### src/bdalu_pkg.sv
// bdalu_pkg: word types shared by the binary/decimal add-subtract alu
// no dependencies
package bdalu_pkg;

    typedef enum logic
    {
        ACT_ADC = 1'b0,
        ACT_SBC = 1'b1
    } action_t;

    typedef struct packed
    {
        action_t    action;
        logic [7:0] acc_in;
        logic [7:0] operand;
        logic       carry_in;
        logic       decimal_mode;
    } in_word_t;

    typedef struct packed
    {
        logic [7:0] acc_out;
        logic       carry_out;
        logic       overflow_out;
        logic       zero_out;
        logic       negative_out;
    } out_word_t;

    localparam logic [3:0] BCD_MAX_DIGIT = 4'd9;
    localparam logic [3:0] BCD_FIX       = 4'd6;

endpackage

### src/bdalu_core.sv
// bdalu_core: combinational add-with-carry / subtract-with-borrow datapath
// binary and packed-bcd modes with nmos flag rules; depends on bdalu_pkg
module bdalu_core
    import bdalu_pkg::*;
(
    input  in_word_t  in_word,
    output out_word_t out_word
);

    logic [7:0] a;
    logic [7:0] b;
    logic       c;
    logic       borrow;

    logic [8:0] sum;
    logic [4:0] add_lo;
    logic [5:0] add_lo_fix;
    logic [4:0] add_hi;
    logic [5:0] add_hi_fix;
    logic       add_dec_v;

    logic [8:0] diff;
    logic [4:0] sub_lo;
    logic [3:0] sub_lo_fix;
    logic [4:0] sub_hi;
    logic [4:0] sub_hi_adj;
    logic [3:0] sub_hi_fix;

    assign a      = in_word.acc_in;
    assign b      = in_word.operand;
    assign c      = in_word.carry_in;
    assign borrow = ~in_word.carry_in;

    // add path
    assign sum    = {1'b0, a} + {1'b0, b} + {8'd0, c};
    assign add_lo = {1'b0, a[3:0]} + {1'b0, b[3:0]} + {4'd0, c};

    always_comb
    begin
        if (add_lo > {1'b0, BCD_MAX_DIGIT})
        begin
            add_lo_fix = {1'b0, add_lo} + {2'b00, BCD_FIX};
        end
        else
        begin
            add_lo_fix = {1'b0, add_lo};
        end
    end

    assign add_hi    = {1'b0, a[7:4]} + {1'b0, b[7:4]} + {4'd0, (add_lo_fix[5:4] != 2'b00)};
    assign add_dec_v = (add_hi[3] ^ a[7]) & ~(a[7] ^ b[7]);

    always_comb
    begin
        if (add_hi > {1'b0, BCD_MAX_DIGIT})
        begin
            add_hi_fix = {1'b0, add_hi} + {2'b00, BCD_FIX};
        end
        else
        begin
            add_hi_fix = {1'b0, add_hi};
        end
    end

    // subtract path
    assign diff       = {1'b0, a} - {1'b0, b} - {8'd0, borrow};
    assign sub_lo     = {1'b0, a[3:0]} - {1'b0, b[3:0]} - {4'd0, borrow};
    assign sub_lo_fix = sub_lo[4] ? (sub_lo[3:0] - BCD_FIX) : sub_lo[3:0];
    assign sub_hi     = {1'b0, a[7:4]} - {1'b0, b[7:4]};
    assign sub_hi_adj = sub_hi - {4'd0, sub_lo[4]};
    assign sub_hi_fix = sub_hi_adj[4] ? (sub_hi_adj[3:0] - BCD_FIX) : sub_hi_adj[3:0];

    always_comb
    begin
        case (in_word.action)
            ACT_SBC:
            begin
                out_word.carry_out    = ~diff[8];
                out_word.overflow_out = (a[7] ^ diff[7]) & (a[7] ^ b[7]);
                out_word.zero_out     = (diff[7:0] == 8'd0);
                out_word.negative_out = diff[7];
                out_word.acc_out      = in_word.decimal_mode ? {sub_hi_fix, sub_lo_fix}
                                                             : diff[7:0];
            end
            default:
            begin
                out_word.zero_out = (sum[7:0] == 8'd0);
                if (in_word.decimal_mode)
                begin
                    out_word.carry_out    = (add_hi_fix[5:4] != 2'b00);
                    out_word.overflow_out = add_dec_v;
                    out_word.negative_out = add_hi[3];
                    out_word.acc_out      = {add_hi_fix[3:0], add_lo_fix[3:0]};
                end
                else
                begin
                    out_word.carry_out    = sum[8];
                    out_word.overflow_out = ~(a[7] ^ b[7]) & (a[7] ^ sum[7]);
                    out_word.negative_out = sum[7];
                    out_word.acc_out      = sum[7:0];
                end
            end
        endcase
    end

endmodule

### src/binary_decimal_add_subtract_alu_top.sv
// binary_decimal_add_subtract_alu_top: registered add/subtract alu with bcd mode
// input register, bdalu_core datapath, result register; depends on bdalu_pkg
//
// Each word passes through an input register and a result register with one
// combinational add/subtract and nibble-fixup pass between them, and one word
// is taken every clock while the output is not stalled. A stalled result is
// held in the result register while the input register may still take one
// more word.
module binary_decimal_add_subtract_alu_top
    import bdalu_pkg::*;
(
    input  logic       clk,
    input  logic       rst_n,

    input  logic       in_valid,
    output logic       in_stall,
    input  logic       action,
    input  logic [7:0] acc_in,
    input  logic [7:0] operand,
    input  logic       carry_in,
    input  logic       decimal_mode,

    output logic       out_valid,
    input  logic       out_stall,
    output logic [7:0] acc_out,
    output logic       carry_out,
    output logic       overflow_out,
    output logic       zero_out,
    output logic       negative_out
);

    logic      s1_valid_reg;
    logic      s1_valid_next;
    in_word_t  s1_word_reg;
    logic      s2_valid_reg;
    logic      s2_valid_next;
    out_word_t s2_word_reg;
    out_word_t core_word;
    logic      s2_load;
    logic      s1_load;

    assign s2_load = ~s2_valid_reg | ~out_stall;
    assign in_stall = s1_valid_reg & ~s2_load;
    assign s1_load = in_valid & ~in_stall;

    assign s1_valid_next = s1_load ? 1'b1 : (s2_load ? 1'b0 : s1_valid_reg);
    assign s2_valid_next = s2_load ? s1_valid_reg : s2_valid_reg;

    bdalu_core u_core
    (
        .in_word  (s1_word_reg),
        .out_word (core_word)
    );

    always_ff @(posedge clk or negedge rst_n)
    begin
        if (!rst_n)
        begin
            s1_valid_reg <= 1'b0;
            s2_valid_reg <= 1'b0;
        end
        else
        begin
            s1_valid_reg <= s1_valid_next;
            s2_valid_reg <= s2_valid_next;
        end
    end

    always_ff @(posedge clk)
    begin
        if (s1_load)
        begin
            s1_word_reg <= '{action:       action_t'(action),
                             acc_in:       acc_in,
                             operand:      operand,
                             carry_in:     carry_in,
                             decimal_mode: decimal_mode};
        end
        if (s2_load && s1_valid_reg)
        begin
            s2_word_reg <= core_word;
        end
    end

    assign out_valid    = s2_valid_reg;
    assign acc_out      = s2_word_reg.acc_out;
    assign carry_out    = s2_word_reg.carry_out;
    assign overflow_out = s2_word_reg.overflow_out;
    assign zero_out     = s2_word_reg.zero_out;
    assign negative_out = s2_word_reg.negative_out;

    a_stall_only_when_out_stalled: assert property (@(posedge clk) disable iff (!rst_n)
        !out_stall |-> !in_stall)
        else $error("input stalled while output is free");

    a_accept_fills_s1: assert property (@(posedge clk) disable iff (!rst_n)
        s1_load |=> s1_valid_reg)
        else $error("accepted word lost from input register");

    a_binary_add_result: assert property (@(posedge clk) disable iff (!rst_n)
        (s2_load && s1_valid_reg && (s1_word_reg.action == ACT_ADC)
         && !s1_word_reg.decimal_mode)
        |=> (acc_out == 8'($past(s1_word_reg.acc_in) + $past(s1_word_reg.operand)
                           + {7'd0, $past(s1_word_reg.carry_in)})))
        else $error("binary add result mismatch");

    a_result_needs_source: assert property (@(posedge clk) disable iff (!rst_n)
        (!s2_valid_reg && !s1_valid_reg) |=> !out_valid)
        else $error("result appeared with no word in flight");

endmodule

### config.mk
export PLATFORM = sky130hd
export DESIGN_NAME = binary_decimal_add_subtract_alu_top
export DESIGN_NICKNAME = d
export VERILOG_FILES = /design/src/bdalu_pkg.sv /design/src/bdalu_core.sv /design/src/binary_decimal_add_subtract_alu_top.sv
export SDC_FILE = /design/constraint.sdc
export NUM_CORES = 1
export LEC_CHECK = 0
export ABC_CLOCK_PERIOD_IN_PS = 4000
export BUFFER_PORTS_ARGS = -buffer_cell sky130_fd_sc_hd__buf_2
export CAP_MARGIN = 20
export CELL_PAD_IN_SITES_DETAIL_PLACEMENT = 1
export CELL_PAD_IN_SITES_GLOBAL_PLACEMENT = 1
export CORE_UTILIZATION = 42
export DETAILED_ROUTE_END_ITERATION = 6
export GPL_TIMING_DRIVEN = 0
export PLACE_DENSITY = 0.82
export SKIP_LAST_GASP = 1
export SLEW_MARGIN = 20
export SYNTH_ARGS = -nofsm -noshare
export SYNTH_HDL_FRONTEND = slang
export SYNTH_SLANG_ARGS = --single-unit
### constraint.sdc
create_clock -name clk -period 4 [get_ports clk]
set_input_delay 0.8 -clock clk [delete_from_list [all_inputs] [get_ports clk]]
set_output_delay 0.8 -clock clk [all_outputs]
set_load 0.05 [all_outputs]
# Word-level counts from Yosys, hierarchy flattened
# Cells that the tools add are included.
word_totals:
  reg_bits: 33
  output_inout_bits: 14
op_classes:
  add_sub_neg: 16
  magnitude_cmp: 2
  n_mux: 10
  n_bitwise: 17
  n_reduce_logical: 6
op_table:
  columns: ["op", "count"]
  rows:
  - ["zero test 8 bit", 2]
  - ["adder 5 x 3 -> 6 bit (second input constant)", 2]
  - ["2-to-1 mux 12 bit", 1]
  - ["2-to-1 mux 6 bit", 2]
  - ["adder 4 x 4 -> 5 bit", 2]
  - ["adder 5 x 1 -> 5 bit", 2]
  - ["greater-than comparator 5 x 4 -> 1 bit (second input constant)", 2]
  - ["2-to-1 mux 10 bit", 1]
  - ["subtractor 4 x 4 -> 5 bit", 2]
  - ["subtractor 5 x 1 -> 5 bit", 2]
  - ["adder 8 x 8 -> 9 bit", 1]
  - ["adder 9 x 1 -> 9 bit", 1]
  - ["subtractor 8 x 8 -> 9 bit", 1]
  - ["subtractor 9 x 1 -> 9 bit", 1]
  - ["2-to-1 mux 4 bit", 2]
  - ["2-to-1 mux 8 bit", 1]
  - ["subtractor 4 x 3 -> 4 bit (second input constant)", 2]
  - ["NOT 1 bit", 7]
  - ["nonzero test 2 bit", 3]
  - ["bitwise AND 1 bit", 5]
  - ["XOR 1 bit", 4]
  - ["2-to-1 mux 1 bit", 3]
  - ["logical AND 1 bit", 1]
  - ["OR 1 bit", 1]

# Longest topological paths before layout
depth:
  word_depth: 11
  ltp_mapped: 17

# By module
# A second synthesis with hierarchy kept.
unflattened:
  cells_unflattened: 303
  area_unflattened_um2: 3005.4
modules_own_cells:
  columns: ["mod", "n_inst", "cells_each", "area_per_inst_um2", "seq_area_each_um2"]
  rows:
  - ["bdalu_core", 1, 264, 1981.9, 0.0]
  - ["binary_decimal_add_subtract_alu_top", 1, 39, 1023.5, 980.9]

# Least setup slack after synthesis
# Ideal clock, no wire load.
synth_path:
  kind: "register -> register"
  from: "register s1_word_reg[2] (netlist bit)"
  to: "register s2_word_reg, in the netlist acc_out[5] (data pin)"
  t_arrival_ns: 3.677
  required_time_ns: 3.728
  setup_slack_ns: 0.051
  path_stages_with_launch: 17
  n_path_buf: 0
  period_less_slack_ns: 3.949
  path_cell_list: "edfxtp_1 inv_1 fa_1 nand2b_1 nor2b_1 xnor2_1 ha_1 mux2_2 fa_1 inv_1 fa_1 inv_1 ha_1 a21oi_2 a21oi_2 xnor2_1 mux4_2"
synth_rtl:
  columns: ["element", "line_no", "source"]
  rows:
  - ["start: declaration", "binary_decimal_add_subtract_alu_top.sv:34", "in_word_t s1_word_reg;"]
  - ["start signal: assignment", "binary_decimal_add_subtract_alu_top.sv:73", "s1_word_reg <= '{action: action_t'(action),"]
  - ["end signal: assignment", "binary_decimal_add_subtract_alu_top.sv:81", "s2_word_reg <= core_word;"]
  - ["end: declaration", "binary_decimal_add_subtract_alu_top.sv:37", "out_word_t s2_word_reg;"]

==> run summary <==
Leaving out fill and tap cells, the most frequent cell in the layout is sky130_fd_sc_hd__buf_2. For the hold violation count in the final report, the log shows 0. Summed over all cells, the static leakage comes to 1.523 nW.

Path category of the worst min-delay check: in2async. In the final routed layout, each cell accounts on average for 21.16 µm. Between clock sinks in the finished design, the worst skew comes to 0.008301 ns. For the fraction of the yosys area taken by sequential cells, the log shows 34.75%. After synthesis, the mean cell area works out to 10.49 µm². The tools report the maximum resistive drop on vdd as 229.6 µV.

Clock tree synthesis found a total of 33 sinks. At the later pin of the worst-skew pair, clock insertion delay measures 0.31 ns. The count of flip-flops with a built-in enable after synthesis works out to 31. For the Yosys warning count, the log shows 0.

The die covers 0.007053 mm². Relative to the synthesized area, the layout overhead comes to 25.80%. The clock-pin slew on the worst setup and hold paths works out to 0.08 ns.

After the first detailed-routing iteration, the DRC count stood at 138. The cell count of the worst reg-to-reg path is 16. In the final timing run, aggregate negative setup slack is -0.1383 ns. Maximum number of pins on one net before global-route repair: 20. Detailed placement finished with a half-perimeter wire length of 5131 µm. The global routing usage summed across all routing layers came out at 24.97%.

The tools report the deepest clock path buffer count as 2. The checks that failed: DRC, setup timing. For the via count of the first global-routing pass, the log shows 2,524.

The tools report the start of the worst register-to-register path as s1_word_reg[1]$_DFFE_PP_. Subtracting the final worst setup slack from the clock period gives 4.095 ns. The dominant synthesized flop cell is sky130_fd_sc_hd__edfxtp_1.

In this run the worst path has a maximum fanout of 5. The core region is 0.006422 mm². In the layout the commonest cells are 38 x sky130_fd_sc_hd__buf_2, 31 x sky130_fd_sc_hd__edfxtp_1, 26 x sky130_fd_sc_hd__inv_1.

For the utilization of the core after routing, the log shows 55.29%. Setup repair after global routing could not meet its margin everywhere. After detailed routing, the number of remaining DRC violations is 8. Across all layers, the routed design uses 2,430 vias.

The summed instance area of the synthesized netlist is 0.002823 mm². The instance count of the mapped netlist was 269. Count of distinct cell types in the synthesized netlist: 64. The fraction of the cycle the final worst path needs is 102.4%, and the final net count is 390. The run finished, with violations left. Synthesized netlist net count: 327. The total overflow reported by the global router came out at 0. Setup violations remaining at the end of the flow were counted as 2. In the post-synthesis netlist, the biggest area contributors are sky130_fd_sc_hd__edfxtp_1 33%, sky130_fd_sc_hd__ha_1 12%, sky130_fd_sc_hd__xnor2_1 5.9%. The tools report the reg2reg setup slack as -0.09 ns. Once detail routing completed, the nets flagged for antenna violations numbered 0. The power per standard cell area came out at 452.4 mW/mm².

The final-report max-slew violation count came out at 0. The root buffer cell was sky130_fd_sc_hd__clkbuf_8. The async set-or-reset flop fraction in the synthesized netlist was 6.061%. Level count of the clock H-tree: 2. Data on the critical path arrives at its endpoint at 4.14 ns. The initial antenna violation count was 0. TritonCTS built the clock tree. The flip-flop count of the largest register after layout was 19; the placement-stage worst setup slack was -0.4304 ns. The number of placement rows came out at 29. The tools report the TritonCTS buffer count as 5.

The floorplan step set the die width to 83.98 µm. For this run, the detailed router's first-pass iteration total came to 7. For this design, the CTS-stage hold fixing added 0 buffers.

The first global-routing pass estimated 13,090 µm of wire. The fraction of final layout cells with drive strength greater than 1 was 34.23%; the worst max-slew margin expressed relative to the limit was 40.59%. The logs give 703 for the number of fill cells and 37 for the count of boundary I/O pins. The worst setup path is of the reg2reg kind. The nature of the critical path startpoint was a flip-flop.

At the worst endpoint, the required time is 4.05 ns. The synthesized design spends more area on one cell type than any other, namely sky130_fd_sc_hd__edfxtp_1. Routability-driven placement finished with a final weighted congestion of 0.8224.

The run gives 0 as the number of maximum-capacitance constraint violations. The transition time at the pin with the least slew margin came out at 0.8911 ns. Hold timing on the final database bottoms out at a slack of 0.2544 ns. Port buffering added 36 buffers. The worst register-to-register path ends at acc_out[5]$_DFFE_PP_. Once the floorplan was initialized, standard cells occupied 43.95% of the core.

Counting flops and latches in the post-synthesis netlist gives 33. The number of antenna diodes in the final layout is 0. Summed over its instances, the top area cell type makes up 32.98% of the synthesized netlist area. Static timing analysis puts the maximum clock frequency at 0.2442 GHz. The die extent in y is 83.98 µm. Wires add up to 8677 µm. Smallest setup slack after layout: -0.09478 ns. The detail-routed via count per cell is 5.927.

STA classifies the critical path endpoint as a flip-flop.
[critical path: stages, from the launching register on]
cell and delay (ns):
sky130_fd_sc_hd__edfxtp_1 0.38, sky130_fd_sc_hd__inv_2 0.08, sky130_fd_sc_hd__fa_2 0.36, sky130_fd_sc_hd__nand2b_4 0.20, sky130_fd_sc_hd__nor2b_4 0.15, sky130_fd_sc_hd__xnor2_2 0.24
sky130_fd_sc_hd__ha_2 0.26, sky130_fd_sc_hd__mux2_4 0.17, sky130_fd_sc_hd__fa_2 0.22, sky130_fd_sc_hd__inv_2 0.04, sky130_fd_sc_hd__fa_2 0.41, sky130_fd_sc_hd__buf_4 0.17
sky130_fd_sc_hd__nor2b_1 0.14, sky130_fd_sc_hd__o31a_2 0.34, sky130_fd_sc_hd__a21oi_2 0.14, sky130_fd_sc_hd__xnor2_1 0.08, sky130_fd_sc_hd__mux4_2 0.45
[worst max path at each step]
stage                                    startpoint                   end  slack (ns)  cells after the start
after global placement     s1_word_reg[1]$_DFFE_PP_  acc_out[5]$_DFFE_PP_       -0.27                     16
after floorplan            s1_word_reg[2]$_DFFE_PP_  acc_out[5]$_DFFE_PP_        0.05                     16
after CTS                  s1_word_reg[2]$_DFFE_PP_  acc_out[5]$_DFFE_PP_       -0.03                     16
after detailed placement   s1_word_reg[1]$_DFFE_PP_  acc_out[5]$_DFFE_PP_       -0.43                     15
after global routing      s1_word_reg[12]$_DFFE_PP_  acc_out[5]$_DFFE_PP_       -0.20                     17
final                      s1_word_reg[1]$_DFFE_PP_  acc_out[5]$_DFFE_PP_       -0.09                     16
[synthesized netlist by cell type, types with 2 or more instances]
cell type and n:
sky130_fd_sc_hd__edfxtp_1 31, sky130_fd_sc_hd__inv_1 30, sky130_fd_sc_hd__ha_1 28, sky130_fd_sc_hd__xnor2_1 19, sky130_fd_sc_hd__nand2_1 14, sky130_fd_sc_hd__o21ai_0 13, sky130_fd_sc_hd__nand2b_1 12, sky130_fd_sc_hd__a21oi_1 10
sky130_fd_sc_hd__nor2_1 9, sky130_fd_sc_hd__xor2_1 8, sky130_fd_sc_hd__fa_1 7, sky130_fd_sc_hd__nand3b_1 6, sky130_fd_sc_hd__a211oi_1 5, sky130_fd_sc_hd__mux2i_1 5, sky130_fd_sc_hd__nor2b_1 5, sky130_fd_sc_hd__nor3_1 4
sky130_fd_sc_hd__buf_2 3, sky130_fd_sc_hd__buf_4 3, sky130_fd_sc_hd__clkbuf_1 3, sky130_fd_sc_hd__nor3b_1 3, sky130_fd_sc_hd__a2111oi_1 2, sky130_fd_sc_hd__a21o_1 2, sky130_fd_sc_hd__a21oi_2 2, sky130_fd_sc_hd__dfrtp_1 2
sky130_fd_sc_hd__o22ai_1 2, sky130_fd_sc_hd__o31ai_1 2, sky130_fd_sc_hd__or3_1 2
[stage by stage]
step,area (µm²),cells,power (mW)
after global placement,3099,382,1.073
final,3551,410,1.606
after CTS,3478,407,1.542
after global routing,3551,410,1.682
after detailed placement,3103,382,1.103
after floorplan,2823,269,0.9514
[what timing repair did]
| item | in CTS | in global routing |
|---|---|---|
| gates resized for setup | 28 | 11 |
| buffers inserted | 17 | 3 |
| endpoints found under the setup margin | 4 | 4 |
| pin swaps | 13 | 5 |
[layout make-up]
type | count | area, µm² | area share [%]
multi-input combinational | 196 | 1844 | 51.94
tap | 77 | 96.34 | 2.713
clock buffer | 5 | 68.82 | 1.938
clock inverter | 3 | 46.29 | 1.304
sequential | 33 | 980.9 | 27.63
buffer | 9 | 55.05 | 1.550
timing repair buffer | 56 | 342.8 | 9.655
inverter | 31 | 116.4 | 3.277
[report_power, final]
group / total [mW] / internal (mW) / switching (mW)
clock: 0.335 / 0.186 / 0.148
sequential: 0.443 / 0.428 / 0.0150
combinational: 0.829 / 0.341 / 0.488
total: 1.61 / 0.955 / 0.651
[logic make-up after synthesis]
| kind of cell | share of synthesized area (%) |
|---|---|
| DFF | 34.75 |
| and+or+nand+nor | 14.58 |
| AOI/OAI and AO/OA | 14.94 |
| muxes | 2.970 |
| xor gates and xnor gates | 9.531 |
| buffers and inverters | 5.851 |
| adders and majority gates | 17.38 |
[metal layers]
| layer | global-route usage, % | vias up | routed length [µm] |
|---|---|---|---|
| li1 | - | 1084 | - |
| met1 | 28.47 | 1209 | 3461 |
| met2 | 43.96 | 113 | 4444 |
| met3 | 5.440 | 24 | 504 |
| met4 | 12.38 | 0 | 268 |
| met5 | 0 | - | 0 |
Note: power is estimated with default switching activity, not from simulation.
